--- config.mk ---
export PLATFORM = sky130hd
export DESIGN_NAME = string_escape_decoder_flat
export DESIGN_NICKNAME = d
export VERILOG_FILES = /design/src/design/sed_pkg.sv /design/src/design/sed_in_if.sv /design/src/design/sed_out_if.sv /design/src/design/string_escape_decoder.sv /design/src/design/sed_step.sv /design/src/flat_wrapper.sv
export SDC_FILE = /design/constraint.sdc
export NUM_CORES = 1
export LEC_CHECK = 0
export ABC_AREA = 1
export BUFFER_PORTS_ARGS = -buffer_cell sky130_fd_sc_hd__buf_4
export CORE_UTILIZATION = 45
export CTS_BUF_LIST = sky130_fd_sc_hd__clkbuf_4
export DETAILED_ROUTE_END_ITERATION = 10
export PLACE_DENSITY = 0.65
export SYNTH_ARGS = -nofsm -noshare
export SYNTH_HDL_FRONTEND = slang
export SYNTH_SLANG_ARGS = --single-unit
--- constraint.sdc ---
create_clock -name i_clk -period 2.8 [get_ports i_clk]
set_input_delay 0 -clock i_clk [delete_from_list [all_inputs] [get_ports i_clk]]
set_output_delay 0 -clock i_clk [all_outputs]
set_load 0.02 [all_outputs]
--- src/design/sed_pkg.sv ---
`default_nettype none
// ----------------------------------------------------------------------------
// sed_pkg: shared types, codes and helpers of the string escape decoder
// Byte codes, phase and result codes, result, slot and state structs, hex and
// escape lookup functions, and the count clamp.
// ----------------------------------------------------------------------------
package sed_pkg;

    localparam int MAX_LEN     = 4096;
    localparam int CNT_W       = $clog2(MAX_LEN + 1);
    localparam int OUT_CNT_W   = 13;
    localparam int OUT_CNT_MAX = (1 << OUT_CNT_W) - 1;

    // raw characters that steer the decoder
    localparam logic [7:0] CH_BSLASH = 8'h5C;
    localparam logic [7:0] CH_X      = 8'h78;

    // decode phases
    localparam logic [2:0] PH_NORMAL = 3'd0;
    localparam logic [2:0] PH_ESC    = 3'd1;
    localparam logic [2:0] PH_HEX1   = 3'd2;
    localparam logic [2:0] PH_HEX2   = 3'd3;
    localparam logic [2:0] PH_DROP   = 3'd4;

    // result kinds
    localparam logic [1:0] K_DATA   = 2'd0;
    localparam logic [1:0] K_DONE   = 2'd1;
    localparam logic [1:0] K_TRUNC  = 2'd2;
    localparam logic [1:0] K_BADHEX = 2'd3;

    typedef struct packed {
        logic [7:0]           out_byte;
        logic [1:0]           kind;
        logic [OUT_CNT_W-1:0] out_count;
        logic                 end_of_run;
    } t_result;

    typedef struct packed {
        logic    valid;
        t_result res;
    } t_slot;

    typedef struct packed {
        logic [2:0]       phase;
        logic [3:0]       nibble;
        logic [CNT_W-1:0] count;
    } t_state;

    // {is_hex, value}
    function automatic logic [4:0] hex_value(input logic [7:0] c);
        logic [7:0] d;
        begin
            d = 8'h00;
            if (c inside {[8'h30:8'h39]}) begin
                d = c - 8'h30;
                return {1'b1, d[3:0]};
            end else if (c inside {[8'h61:8'h66]}) begin
                d = c - 8'h57;
                return {1'b1, d[3:0]};
            end else if (c inside {[8'h41:8'h46]}) begin
                d = c - 8'h37;
                return {1'b1, d[3:0]};
            end
            return 5'b0_0000;
        end
    endfunction

    function automatic logic [7:0] escape_map(input logic [7:0] c);
        case (c)
            8'h30:   return 8'h00;
            8'h61:   return 8'h07;
            8'h62:   return 8'h08;
            8'h65:   return 8'h1B;
            8'h66:   return 8'h0C;
            8'h6E:   return 8'h0A;
            8'h72:   return 8'h0D;
            8'h74:   return 8'h09;
            8'h76:   return 8'h0B;
            default: return c;
        endcase
    endfunction

    function automatic logic [OUT_CNT_W-1:0] count_field(input logic [CNT_W-1:0] c);
        if (c > CNT_W'(OUT_CNT_MAX)) begin
            return OUT_CNT_W'(OUT_CNT_MAX);
        end
        return OUT_CNT_W'(c);
    endfunction

endpackage
`default_nettype wire

--- src/design/sed_in_if.sv ---
`default_nettype none
// ----------------------------------------------------------------------------
// sed_in_if: raw byte channel
// Valid/ready channel carrying one string body byte and its end flag.
// ----------------------------------------------------------------------------
interface sed_in_if import sed_pkg::*; ();
    logic       valid;
    logic       ready;
    logic [7:0] data_byte;
    logic       last_byte;

    modport source (output valid, output data_byte, output last_byte, input ready);
    modport sink   (input valid, input data_byte, input last_byte, output ready);
endinterface
`default_nettype wire

--- src/design/sed_out_if.sv ---
`default_nettype none
// ----------------------------------------------------------------------------
// sed_out_if: decoded result channel
// Valid/ready channel carrying decoded bytes and end-of-string reports.
// ----------------------------------------------------------------------------
interface sed_out_if import sed_pkg::*; ();
    logic                 valid;
    logic                 ready;
    logic [7:0]           out_byte;
    logic [1:0]           kind;
    logic [OUT_CNT_W-1:0] out_count;
    logic                 end_of_run;

    modport source (output valid, output out_byte, output kind, output out_count,
                    output end_of_run, input ready);
    modport sink   (input valid, input out_byte, input kind, input out_count,
                    input end_of_run, output ready);
endinterface
`default_nettype wire

--- src/design/string_escape_decoder.sv ---
`default_nettype none
// A byte is held in the input register, then decoded into the result register that drives the output.
// One byte per cycle while the output side has room; a byte that yields a data
// result and the end report (data byte that is the last) holds the output for
// both results, since there is a single output port.
// Reset: synchronous, active low; phase returns to normal text, nibble and
// count to zero, and both the input and output stages empty.
// ----------------------------------------------------------------------------
// string_escape_decoder: backslash escape decoder for string literal bodies
// Input register, one-pass decode, and a result register with a one-deep
// overflow slot for the end report that follows a final data byte.
// ----------------------------------------------------------------------------
module string_escape_decoder import sed_pkg::*; (
    input  logic        i_clk,
    input  logic        i_rst_n,
    sed_in_if.sink      i_in,
    sed_out_if.source   o_out
);

    // input stage
    logic       r_a_valid;
    logic [7:0] r_a_byte;
    logic       r_a_last;

    // decode state
    t_state r_state;
    t_state n_state;

    // result register and overflow slot
    logic    r_o_valid;
    t_result r_o;
    logic    r_o2_valid;
    t_result r_o2;

    t_slot res0;
    t_slot res1;

    logic room;    // output side can absorb both results of one byte
    logic a_take;  // input stage byte is decoded this cycle
    logic pop;     // result transaction on the output

    sed_step u_step (
        .i_state (r_state),
        .i_byte  (r_a_byte),
        .i_last  (r_a_last),
        .o_state (n_state),
        .o_res0  (res0),
        .o_res1  (res1)
    );

    assign pop    = r_o_valid && o_out.ready;
    // overflow slot must be empty, result register empty or leaving
    assign room   = !r_o2_valid && (!r_o_valid || o_out.ready);
    assign a_take = r_a_valid && room;

    // input register takes a byte when empty or when its byte is decoded this cycle
    assign i_in.ready = !r_a_valid || a_take;

    assign o_out.valid      = r_o_valid;
    assign o_out.out_byte   = r_o.out_byte;
    assign o_out.kind       = r_o.kind;
    assign o_out.out_count  = r_o.out_count;
    assign o_out.end_of_run = r_o.end_of_run;

    // control state
    always_ff @(posedge i_clk) begin
        if (!i_rst_n) begin
            r_a_valid  <= 1'b0;
            r_o_valid  <= 1'b0;
            r_o2_valid <= 1'b0;
            r_state    <= '{phase: PH_NORMAL, nibble: 4'h0, count: '0};
        end else begin
            if (i_in.valid && i_in.ready) begin
                r_a_valid <= 1'b1;
            end else if (a_take) begin
                r_a_valid <= 1'b0;
            end

            if (a_take) begin
                r_state    <= n_state;
                r_o_valid  <= res0.valid;
                r_o2_valid <= res1.valid;
            end else if (pop) begin
                // end report moves up behind its data byte
                r_o_valid  <= r_o2_valid;
                r_o2_valid <= 1'b0;
            end
        end
    end

    // payload
    always_ff @(posedge i_clk) begin
        if (i_in.valid && i_in.ready) begin
            r_a_byte <= i_in.data_byte;
            r_a_last <= i_in.last_byte;
        end
        if (a_take) begin
            r_o  <= res0.res;
            r_o2 <= res1.res;
        end else if (pop) begin
            r_o <= r_o2;
        end
    end

    // overflow slot is only ever filled behind a waiting result
    a_o2_behind_o: assert property (@(posedge i_clk) disable iff (!i_rst_n)
        r_o2_valid |-> r_o_valid)
        else $error("overflow slot holds a result with the result register empty");

    // overflow slot only carries the end report of a finished string
    a_o2_is_done: assert property (@(posedge i_clk) disable iff (!i_rst_n)
        r_o2_valid |-> (r_o2.kind == K_DONE && r_o2.end_of_run))
        else $error("overflow slot holds something other than a done report");

    // the last byte of a string always leaves the decoder clean
    a_last_clears: assert property (@(posedge i_clk) disable iff (!i_rst_n)
        (a_take && r_a_last) |=>
            (r_state.phase == PH_NORMAL && r_state.count == '0 && r_state.nibble == 4'h0))
        else $error("decode state not cleared after string end");

    // count never runs past the saturation limit
    a_count_sat: assert property (@(posedge i_clk) disable iff (!i_rst_n)
        r_state.count <= CNT_W'(MAX_LEN))
        else $error("byte count beyond saturation limit");

    // a result that has no end flag is always a data byte
    a_mid_is_data: assert property (@(posedge i_clk) disable iff (!i_rst_n)
        (r_o_valid && !r_o.end_of_run) |-> (r_o.kind == K_DATA))
        else $error("non-final result with a report kind");

endmodule
`default_nettype wire

--- src/design/sed_step.sv ---
`default_nettype none
// ----------------------------------------------------------------------------
// sed_step: per-byte decode logic
// Next phase, nibble and count, and up to two results for one raw byte.
// ----------------------------------------------------------------------------
module sed_step import sed_pkg::*; (
    input  t_state     i_state,
    input  logic [7:0] i_byte,
    input  logic       i_last,
    output t_state     o_state,
    output t_slot      o_res0,
    output t_slot      o_res1
);

    logic [4:0]       hex;
    logic [CNT_W-1:0] cnt_inc;
    logic [7:0]       emit_byte;
    logic             do_emit;
    logic             do_finish;
    logic [1:0]       fin_kind;

    always_comb begin
        hex       = hex_value(i_byte);
        cnt_inc   = (i_state.count < CNT_W'(MAX_LEN)) ? i_state.count + 1'b1
                                                       : i_state.count;
        o_state   = i_state;
        emit_byte = i_byte;
        do_emit   = 1'b0;
        do_finish = 1'b0;
        fin_kind  = K_TRUNC;

        case (i_state.phase)
            PH_ESC: begin
                if (i_byte == CH_X) begin
                    o_state.phase = PH_HEX1;
                    do_finish     = i_last;
                end else begin
                    emit_byte = escape_map(i_byte);
                    do_emit   = 1'b1;
                end
            end
            PH_HEX1: begin
                if (!hex[4]) begin
                    o_state.phase = PH_DROP;
                    fin_kind      = K_BADHEX;
                end else begin
                    o_state.nibble = hex[3:0];
                    o_state.phase  = PH_HEX2;
                end
                do_finish = i_last;
            end
            PH_HEX2: begin
                if (!hex[4]) begin
                    o_state.phase = PH_DROP;
                    fin_kind      = K_BADHEX;
                    do_finish     = i_last;
                end else begin
                    emit_byte      = {i_state.nibble, hex[3:0]};
                    o_state.nibble = 4'h0;
                    do_emit        = 1'b1;
                end
            end
            PH_DROP: begin
                fin_kind  = K_BADHEX;
                do_finish = i_last;
            end
            default: begin
                if (i_byte == CH_BSLASH) begin
                    o_state.phase = PH_ESC;
                    do_finish     = i_last;
                end else begin
                    do_emit = 1'b1;
                end
            end
        endcase

        o_res0 = '0;
        o_res1 = '0;
        if (do_emit) begin
            o_state.phase  = PH_NORMAL;
            o_state.count  = cnt_inc;
            o_res0.valid   = 1'b1;
            o_res0.res     = '{out_byte: emit_byte, kind: K_DATA,
                               out_count: count_field(cnt_inc), end_of_run: 1'b0};
            if (i_last) begin
                o_res1.valid = 1'b1;
                o_res1.res   = '{out_byte: 8'h00, kind: K_DONE,
                                 out_count: count_field(cnt_inc), end_of_run: 1'b1};
                o_state      = '{phase: PH_NORMAL, nibble: 4'h0, count: '0};
            end
        end else if (do_finish) begin
            o_res0.valid = 1'b1;
            o_res0.res   = '{out_byte: 8'h00, kind: fin_kind,
                             out_count: count_field(i_state.count), end_of_run: 1'b1};
            o_state      = '{phase: PH_NORMAL, nibble: 4'h0, count: '0};
        end
    end

endmodule
`default_nettype wire
--- src/flat_wrapper.sv ---
// flat-port wrapper written by rule: the top's interface ports become plain ports
module string_escape_decoder_flat import sed_pkg::*;
  (i_clk, i_rst_n, i_in_valid, i_in_data_byte, i_in_last_byte, i_in_ready, o_out_valid, o_out_out_byte, o_out_kind, o_out_out_count, o_out_end_of_run, o_out_ready);
  sed_in_if i_in_i ();
  sed_out_if o_out_i ();
  input  logic i_clk;
  input  logic i_rst_n;
  input wire logic [$bits(i_in_i.valid)-1:0] i_in_valid;
  input wire logic [$bits(i_in_i.data_byte)-1:0] i_in_data_byte;
  input wire logic [$bits(i_in_i.last_byte)-1:0] i_in_last_byte;
  output wire logic [$bits(i_in_i.ready)-1:0] i_in_ready;
  output wire logic [$bits(o_out_i.valid)-1:0] o_out_valid;
  output wire logic [$bits(o_out_i.out_byte)-1:0] o_out_out_byte;
  output wire logic [$bits(o_out_i.kind)-1:0] o_out_kind;
  output wire logic [$bits(o_out_i.out_count)-1:0] o_out_out_count;
  output wire logic [$bits(o_out_i.end_of_run)-1:0] o_out_end_of_run;
  input wire logic [$bits(o_out_i.ready)-1:0] o_out_ready;
  assign i_in_i.valid = i_in_valid;
  assign i_in_i.data_byte = i_in_data_byte;
  assign i_in_i.last_byte = i_in_last_byte;
  assign i_in_ready = i_in_i.ready;
  assign o_out_valid = o_out_i.valid;
  assign o_out_out_byte = o_out_i.out_byte;
  assign o_out_kind = o_out_i.kind;
  assign o_out_out_count = o_out_i.out_count;
  assign o_out_end_of_run = o_out_i.end_of_run;
  assign o_out_i.ready = o_out_ready;
  string_escape_decoder u_core (.i_clk(i_clk), .i_rst_n(i_rst_n), .i_in(i_in_i), .o_out(o_out_i));
endmodule
==> results of run 1 <==
## worst reg2reg max path, stage by stage, from the launching register on
cell	delay, ns
edfxtp_1	0.52
inv_1	0.20
ha_1	0.20
nand2_1	0.06
nand2_1	0.05
nand2_1	0.07
nand2_2	0.10
nand2_4	0.10
nand2_4	0.19
nand2_4	0.11
nand3_4	0.16
nand2_4	0.15
nor2_4	0.29
nand2_1	0.12
a21oi_2	0.14
## timing repair
| action | CTS | global route |
|---|---|---|
| resized for setup | 0 | 2 |
| setup endpoints to repair | 0 | 8 |
| hold buffers | 12 | 0 |
| hold endpoints to repair | 17 | 0 |
## metal layers
layer	up-vias	wire, um
li1	1676	-
met1	1589	4451
met2	125	3719
met3	15	588
met4	0	165
met5	-	0
## state kept, by name, summed over array words and instances (netlist names), 2 cells and up
signal / cells
u_core.r_o2: 14
u_core.o_out.out_count: 13
u_core.o_out.kind: 2
u_core.r_state: 20
u_core.o_out.out_byte: 8
u_core.r_a_byte: 8
## logic make-up after synthesis
kind of cell | Yosys count | share of synthesized area
adder cells (fa/ha/maj) | 6 | 0.01910
buffers and inverters | 70 | 0.07481
AO/OA/AOI/OAI | 87 | 0.1337
flip-flops | 70 | 0.4763
AND/OR/NAND/NOR | 229 | 0.2716
XOR/XNOR | 11 | 0.02452
## worst max path at each step
stage | to | start | slack [ns]
CTS | u_core.o_out.out_count[1] | u_core.r_a_byte[0] | 0.21
global placement | u_core.o_out.out_count[1] | u_core.r_a_byte[0] | 0.24
detailed placement | u_core.o_out.out_count[1] | u_core.r_a_byte[0] | 0.27
global route | u_core.r_state[3] | u_core.r_a_byte[0] | 0.04
finish | u_core.r_state[11] | u_core.r_a_byte[0] | 0.28
floorplan | u_core.o_out.end_of_run | u_core.o_out.valid | 0.08
## layout make-up
type,instances,area [um^2]
sequential,70,1872
tap,105,131.4
multi-input combinational,333,1778
clock buffer,9,67.56
timing repair buffer,53,427.9
inverter,54,207.7
clock inverter,7,105.1
fill,793,3751
## stage by stage
step                setup slack, ns  std cells  hold WS [ns]  power, W
global placement             0.2405        603        0.1777  0.001644
floorplan                   0.08168        473       0.09887  0.001525
finish                       0.2834        631        0.2831  0.002431
CTS                          0.2147        631        0.2643  0.002439
detailed placement           0.2723        603        0.1793  0.001648
global route                0.04239        631        0.2711  0.002539
## layout by cell type (no fill, tap or decap), types with 6 or more instances in the layout
master,count
o21a_1,8
o21ai_0,18
o211ai_1,16
nand2_2,8
buf_4,41
edfxtp_1,47
ha_1,6
a21oi_1,29
inv_2,9
inv_1,42
nor2_1,48
nand2_1,115
nand3_1,28
clkbuf_4,9
xor2_1,8
dlygate4sd3_1,12
dfxtp_1,23
## report_power, final
group	switching [W]	internal (W)	leakage (nW)
logic	0.000276	0.000148	1.05
clock network	0.000413	0.000375	0.0891
registers	0.0000417	0.00118	0.644
total	0.000731	0.00170	1.78
==> results.ini, run 1 <==
[global_route]
grtUsageTotal=0.2175
use_met1=0.3164
grt_util_met2=0.3113
grt_util_met3=0.04386
grt.overflow.total=0
grt_pass1_vias=3027
grt_pass1_wl_um=14780
busiest_layer=met1
grt_start_max_net_pins=33
grt_antenna_before_repair=0

[finish]
post-route-cell-area_um2=4589
layout-drive-gt1-share=0.1901
nets=540
diodes=0
fin_util=0.5503
area_growth_pct=16.78

[worst_setup_path]
critPathBufInv=1
critical_path_class=register to register
r2r_slack_ns=0.28
max_stage_delay_ns=0.52
cpLargestDelayFamily=simple AND/OR/NAND/NOR gates
worstSetupPathDepth=14
worstPathArrival_ns=2.88
cp_slowest_cell=edfxtp_1
worstPathMaxFanout=17
cp_cell_sequence=inv_1 -> ha_1 -> nand2_1 -> nand2_1 -> nand2_1 -> nand2_2 -> nand2_4 -> nand2_4 -> nand2_4 -> nand3_4 -> nand2_4 -> nor2_4 -> nand2_1 -> a21oi_2
critPathLaunchType=register
r2r_cells=14
required_ns=3.17
critPathCaptureType=register
r2r_end=u_core.r_state[11]
reg2reg_from=u_core.r_a_byte[0]

[sta]
slew_headroom=0.4647
final.setup_skew_ns=0.01950
setup_viol=0
hold_viol=0
worst_pin_slew_ns=0.8030
period_share=0.8988
fmax_ghz=0.3974
drv_slew=0
fin_crit_ns=2.517
rsz0062_at_grt=no
finalSetupTns_ns=0

[pwr]
power.density_nw_per_um2=529.7
p_leak_nw=1.784
vdd_ir_drop_max_mv=0.4065

[logic_synthesis]
ys_warn_count=0
ys_seq_area_frac=0.4763
synth_seq_cells=70
synth_commonest_cells=nand2_1, nor2_1, edfxtp_1
async_reset_ff_frac=0
synth_top_area_frac=0.3591
synthTopCellsByArea=edfxtp_1, dfxtp_1, nand2_1
synth_most_common_cell=nand2_1
synth_edf_count=47
syn_inst=473
synth_ff_type=edfxtp_1
synth_area_um2=3930
syn_area_per_cell_um2=8.309
syn_nets=492
synth_cell_types=38
yosys.area.top_type=edfxtp_1

[clock_network]
clk_root_buffer_cell=clkbuf_4
cts_max_level=3
insertion_delay_ns=0.44
numCtsBuffers=9
cts_tree=built
clock_path_buffers=2
post-cts-setup-buffers=0
path_clk_slew_ns=0.13
clock_sinks=70

[drt]
wirelength_um=8924
drtAntennaViolNets=0
drtIter0Drc=243
viasPerCell=5.396
dr.pass1.iters=6
dr_total_vias=3405
wire_per_inst_um=14.14
drc_errors=0

[status]
status=finished, final reports clean

[worst_hold_path]
hold_start=i_in_data_byte[4]
hold_class=input pin to register
hold_depth=2
min_to=u_core.r_a_byte[4]

[die]
rows=33
dieHeight_um=95.45
die_x_um=95.45
coreArea_um2=8341
boundaryPins=39
initial_core_util=0.4712
dieArea_um2=9111

[place]
placed_cell_area_um2=4287
dp_hpwl_um=6404
globalplace.congestion=0.9191
port_buffers=38

[job]
max_cap_violations=0

(Power assumes the default switching activity.)
==> inputs of run 2 (changes only) <==
- CTS_CLUSTER_DIAMETER: not set -> 40
- PLACE_DENSITY: 0.65 -> 0.68
- clock period: 2.8 -> 2.3 ns (I/O delays scaled with it)
==> results.ini, run 2 (synthesis results as in run 1) <==
[finish]
ff_latch_area_um2=1872  ; unchanged
nFillCells=787  ; -0.76%
nets=551  ; +2.0%
multiInputGateArea_um2=1782  ; +0.21%
layout_common_cells=nand2_1, buf_4, nor2_1
layout_commonest_cell=nand2_1
area_growth_pct=18.62
diodes=0  ; unchanged
regMostFlops=u_core.r_state
layout-drive-gt1-share=0.2086  ; +0.01845
largest_reg_flops=20  ; unchanged
post-route-cell-area_um2=4662  ; +1.6%

[place]
port_buffers=38  ; unchanged
placed_cell_area_um2=4367  ; +1.9%
dp_hpwl_um=6568  ; +2.6%
globalplace.congestion=0.9631  ; +4.8%

[pwr]
vdd_ir_drop_max_mv=0.3670  ; -9.7%
p_leak_nw=1.829  ; +2.5%
power.density_nw_per_um2=602.6  ; +14%

[clock_network]
cts_max_level=3  ; unchanged
numCtsBuffers=9  ; unchanged
clock_sinks=70  ; unchanged
clock_path_buffers=2  ; unchanged
insertion_delay_ns=0.45  ; about the same
path_clk_slew_ns=0.14  ; about the same
clk_root_buffer_cell=clkbuf_4
cts_tree=built

[worst_setup_path]
worstPathArrival_ns=2.33  ; -0.55 ns
worstPathMaxFanout=15  ; -2
critPathCaptureType=register
required_ns=2.49  ; -0.68 ns
critical_path_class=register to register
critPathLaunchType=register

[sta]
final.setup_skew_ns=0.02603  ; +0.006532 ns
setup_viol=0  ; unchanged
fin_crit_ns=2.141  ; -0.3760 ns
drv_slew=0  ; unchanged
fmax_ghz=0.4672  ; +18%
worst_pin_slew_ns=0.6557  ; -0.1473 ns
rsz0062_at_grt=yes
period_share=0.9307  ; +0.03191
slew_headroom=0.5602  ; +0.09552
hold_ws_ns=0.2631  ; -0.01996 ns
hold_viol=0  ; unchanged

[drt]
drtIter0Drc=185  ; -24%
viasPerCell=5.288  ; -2.0%
drt-met1-wl_um=4389  ; -1.4%
drtAntennaViolNets=0  ; unchanged
drc_errors=0  ; unchanged
wl_met3_um=531  ; -9.7%
wire_per_inst_um=14.40  ; +1.8%
dr.pass1.iters=7  ; +1
dr_total_vias=3395  ; -0.29%
top_layer=met4
wirelength_um=9244  ; +3.6%
wl_met2_um=4219  ; +13%

[global_route]
grt_start_max_net_pins=39  ; +18%
grt_pass1_wl_um=15020  ; +1.6%
grt_antenna_before_repair=0  ; unchanged
grtUsageTotal=0.2187  ; +0.001177
grt_pass1_vias=3052  ; +0.83%
grt.overflow.total=0  ; unchanged

[die]
dieHeight_um=95.45  ; unchanged
boundaryPins=39  ; unchanged
rows=33  ; unchanged
initial_core_util=0.4712  ; unchanged
dieArea_um2=9111  ; unchanged
die_x_um=95.45  ; unchanged
coreArea_um2=8341  ; unchanged

[status]
status=finished, final reports clean

[job]
max_cap_violations=0  ; unchanged

[worst_hold_path]
hold_class=input pin to register

[run 2: changes by cell type in the layout (fill, tap and decap cells not counted), sizes merged]
cell / before / now
dlygate4sd3: 12 / 13
bufinv: 2 / 0
clkinvlp: 1 / 2
buf: 41 / 51
inv: 56 / 57
[run 2: worst paths after layout]
| check | endpoint | slack [ns] | start | cells after the start |
|---|---|---|---|---|
| hold / removal | u_core.r_a_byte[7] | 0.26 | i_in_data_byte[7] | 2 |
| setup / recovery | u_core.o_out.out_count[12] | 0.16 | u_core.r_a_byte[0] | 11 |
| hold reg to reg | u_core.r_o2_valid | 0.50 | u_core.r_o2_valid | 2 |
| setup reg to reg | u_core.o_out.out_count[12] | 0.16 | u_core.r_a_byte[0] | 11 |
[run 2: what timing repair did]
action / 4_1_cts / 5_1_grt
resized for setup: 0 / 4
endpoints found under the hold margin: 17 / 0
setup endpoints to repair: 0 / 32
buffers inserted: 0 / 1
hold buffers: 13 / 0
[run 2: area by class of cell]
| type | count | share of cell area |
|---|---|---|
| multi-input combinational | 333 | 0.3822 |
| sequential | 70 | 0.4015 |
| timing repair buffer | 64 | 0.1154 |
| clock buffer | 9 | 0.01449 |
| tap | 105 | 0.02818 |
| inverter | 54 | 0.04455 |
| clock inverter | 7 | 0.01369 |
[run 2: per-layer routing]
metal  global-route usage  vias up
met1               0.3007     1576
met5                    0        -
met4              0.08209        0
met2               0.3429      115
li1                     -     1693
met3              0.03828       11
[run 2: report_power, final]
group          switching (W)  internal, W  leakage, nW  total [W]
sequential         0.0000444      0.00143        0.644    0.00148
combinational       0.000351     0.000203         1.12   0.000554
clock               0.000534     0.000245       0.0670   0.000779
total               0.000929      0.00188         1.83    0.00281
[run 2: critical path, cell delays in order, from the launching register on]
cell and delay [ns]:
edfxtp_1 0.44, inv_2 0.12, ha_1 0.19, inv_1 0.11, nor3_2 0.23, nand2_1 0.09, nand2_1 0.14, inv_1 0.09
nor2_4 0.16, nand2_2 0.08, nand2_4 0.18, o21ai_1 0.09
[run 2: metrics by stage]
stage / utilization / worst slack, ns / total power (W) / setup TNS [ns] / cells
after global routing: 0.5590 / -0.006572 / 0.002928 / -0.006572 / 642
after detailed placement: 0.5236 / 0.08360 / 0.002030 / 0 / 612
after global placement: 0.5236 / 0.1732 / 0.002021 / 0 / 612
after CTS: 0.5549 / 0.05688 / 0.002815 / 0 / 641
after floorplan: - / 0.2303 / 0.001856 / 0 / 473
final: 0.5590 / 0.1594 / 0.002809 / 0 / 642
==> inputs of run 3 (changes only) <==
- CORE_UTILIZATION: 45 -> 48
- PLACE_DENSITY: 0.68 -> 0.72
==> results.ini, run 3 (synthesis results as in run 1) <==
[finish]
area_growth_pct=19.90
nets=555  ; +0.73%
layout-drive-gt1-share=0.2218  ; +0.01325
final_cells=643  ; +0.16%
largest_reg_flops=20  ; unchanged
layout_common_cells=nand2_1, buf_4, nor2_1
post-route-cell-area_um2=4712  ; +1.1%
fin_util=0.6035  ; +0.04457
layout_commonest_cell=nand2_1
diodes=0  ; unchanged
regMostFlops=u_core.r_state

[worst_setup_path]
max_stage_delay_ns=0.47  ; +0.03 ns
critPathLaunchType=register
cp_common_cell=nand2_4
reg2reg_from=u_core.r_a_byte[0]
critPathBufInv=2  ; -1
worstPathMaxFanout=13  ; -2
cp-startpoint=u_core.r_a_byte[0]
required_ns=2.48  ; about the same
cp_slowest_cell=edfxtp_1
cpLargestDelayFamily=simple AND/OR/NAND/NOR gates
cp_cell_sequence=buf_4 -> ha_1 -> inv_2 -> nor2_1 -> nand2_1 -> nand2_2 -> nand2_4 -> nand2_4 -> nand2_4 -> nand3_4 -> nand2_1 -> o211ai_1 -> o21a_1
worstPathArrival_ns=2.40  ; +0.07 ns
critical_path_class=register to register
critPathCaptureType=register

[global_route]
grt_antenna_before_repair=0  ; unchanged
grt_start_max_net_pins=39  ; unchanged
grt_pass1_wl_um=15210  ; +1.2%
grt_pass1_vias=3089  ; +1.2%
grtUsageTotal=0.2306  ; +0.01191
grt.overflow.total=0  ; unchanged

[sta]
hold_viol=0  ; unchanged
finalSetupTns_ns=0  ; unchanged
drv_slew=0  ; unchanged
rsz0062_at_grt=yes
setup_viol=0  ; unchanged
final.setup_skew_ns=0.02459  ; -0.001448 ns
worst_pin_slew_ns=0.6306  ; -0.02507 ns
fmax_ghz=0.4499  ; -3.7%
slew_headroom=0.5770  ; +0.01682
period_share=0.9664  ; +0.03565
fin_crit_ns=2.223  ; +0.08201 ns

[die]
boundaryPins=39  ; unchanged
dieArea_um2=8553  ; -6.1%
rows=32  ; -3.0%
initial_core_util=0.5034  ; +0.03217
dieHeight_um=92.49  ; -3.1%
die_x_um=92.49  ; -3.1%
coreArea_um2=7807  ; -6.4%

[clock_network]
clk_root_buffer_cell=clkbuf_4
clock_sinks=70  ; unchanged
path_clk_slew_ns=0.13  ; about the same
cts_max_level=3  ; unchanged
numCtsBuffers=9  ; unchanged
insertion_delay_ns=0.43  ; -0.02 ns
cts_tree=built
clock_path_buffers=2  ; unchanged

[pwr]
vdd_ir_drop_max_mv=0.3090  ; -16%
p_clk_frac=0.276  ; about the same
power.density_nw_per_um2=599.2  ; -0.57%
switching_share=0.3296  ; -0.001039
seqPwrFrac=0.522  ; -0.004
p_sw_w=0.0009306  ; +0.18%
p_int_w=0.001893  ; +0.65%
p_leak_nw=1.853  ; +1.3%
power_w=0.002823  ; +0.50%
combPwrFrac=0.202  ; +0.005

[place]
port_buffers=38  ; unchanged
globalplace.congestion=0.9525  ; -1.1%
dp_hpwl_um=6580  ; +0.18%
placed_cell_area_um2=4370  ; about the same
dp.cells=610  ; -0.33%

[drt]
dr_total_vias=3409  ; +0.41%
drtAntennaViolNets=0  ; unchanged
dr.pass1.iters=5  ; -2
drc_errors=0  ; unchanged
drtIter0Drc=267  ; +44%
wirelength_um=9177  ; -0.72%
wire_per_inst_um=14.27  ; -0.88%
viasPerCell=5.302  ; +0.26%

[job]
max_cap_violations=0  ; unchanged

[worst_hold_path]
hold_start=i_in_data_byte[4]
hold_class=input pin to register

[status]
status=finished, final reports clean

## run 3: final timing paths
check	slack, ns	to	depth (start not counted)
worst min-delay path	0.29	u_core.r_a_byte[4]	2
worst max-delay path	0.08	u_core.o_out.out_count[0]	13
worst max register to register	0.08	u_core.o_out.out_count[0]	13
worst min register to register	0.50	u_core.r_o2_valid	2
## run 3: power groups by stage
| stage | clock network, W | registers (W) | logic (W) |
|---|---|---|---|
| global placement | 0 | 0.00150 | 0.000518 |
| detailed placement | 0 | 0.00150 | 0.000526 |
| CTS | 0.000805 | 0.00147 | 0.000545 |
| global route | 0.000842 | 0.00148 | 0.000626 |
| floorplan | 0 | 0.00155 | 0.000310 |
| finish | 0.000778 | 0.00148 | 0.000570 |
## run 3: cell type report
cell class | count | area, um^2
Clock inverter | 7 | 65.06
Tap cell | 102 | 127.6
Sequential cell | 70 | 1872
Fill cell | 699 | 3095
Multi-Input combinational cell | 333 | 1803
Clock buffer | 9 | 67.56
Timing Repair Buffer | 68 | 569.3
Inverter | 54 | 207.7
## run 3: worst reg2reg max path, stage by stage (launching register included)
cell and delay (ns):
edfxtp_1 0.47, buf_4 0.17, ha_1 0.19, inv_2 0.09, nor2_1 0.05, nand2_1 0.07
nand2_2 0.07, nand2_4 0.11, nand2_4 0.07, nand2_4 0.09, nand3_4 0.18, nand2_1 0.18
o211ai_1 0.11, o21a_1 0.12
## run 3: repair_timing
| item | in CTS | in global routing |
|---|---|---|
| hold buffers | 12 | 0 |
| resized for setup | 0 | 10 |
| endpoints found under the hold margin | 17 | 0 |
| endpoints found under the setup margin | 0 | 42 |
| buffers inserted | 0 | 5 |
## run 3: routing by layer
| metal | vias up | part of all wire | GRT usage |
|---|---|---|---|
| li1 | 1707 | - | - |
| met1 | 1573 | 0.48 | 0.3397 |
| met2 | 112 | 0.44 | 0.3475 |
| met3 | 17 | 0.059 | 0.03366 |
| met4 | 0 | 0.018 | 0.07422 |
| met5 | - | 0 | 0 |
## run 3: metrics by stage
| stage | hold slack, ns | setup WS, ns |
|---|---|---|
| 4_1_cts | 0.2638 | 0.005416 |
| 3_5_place_dp | 0.1799 | 0.07984 |
| 5_1_grt | 0.2693 | -0.05261 |
| 6_report | 0.2884 | 0.07739 |
| 2_1_floorplan | 0.09887 | 0.2303 |
| 3_3_place_gp | 0.1778 | 0.08763 |
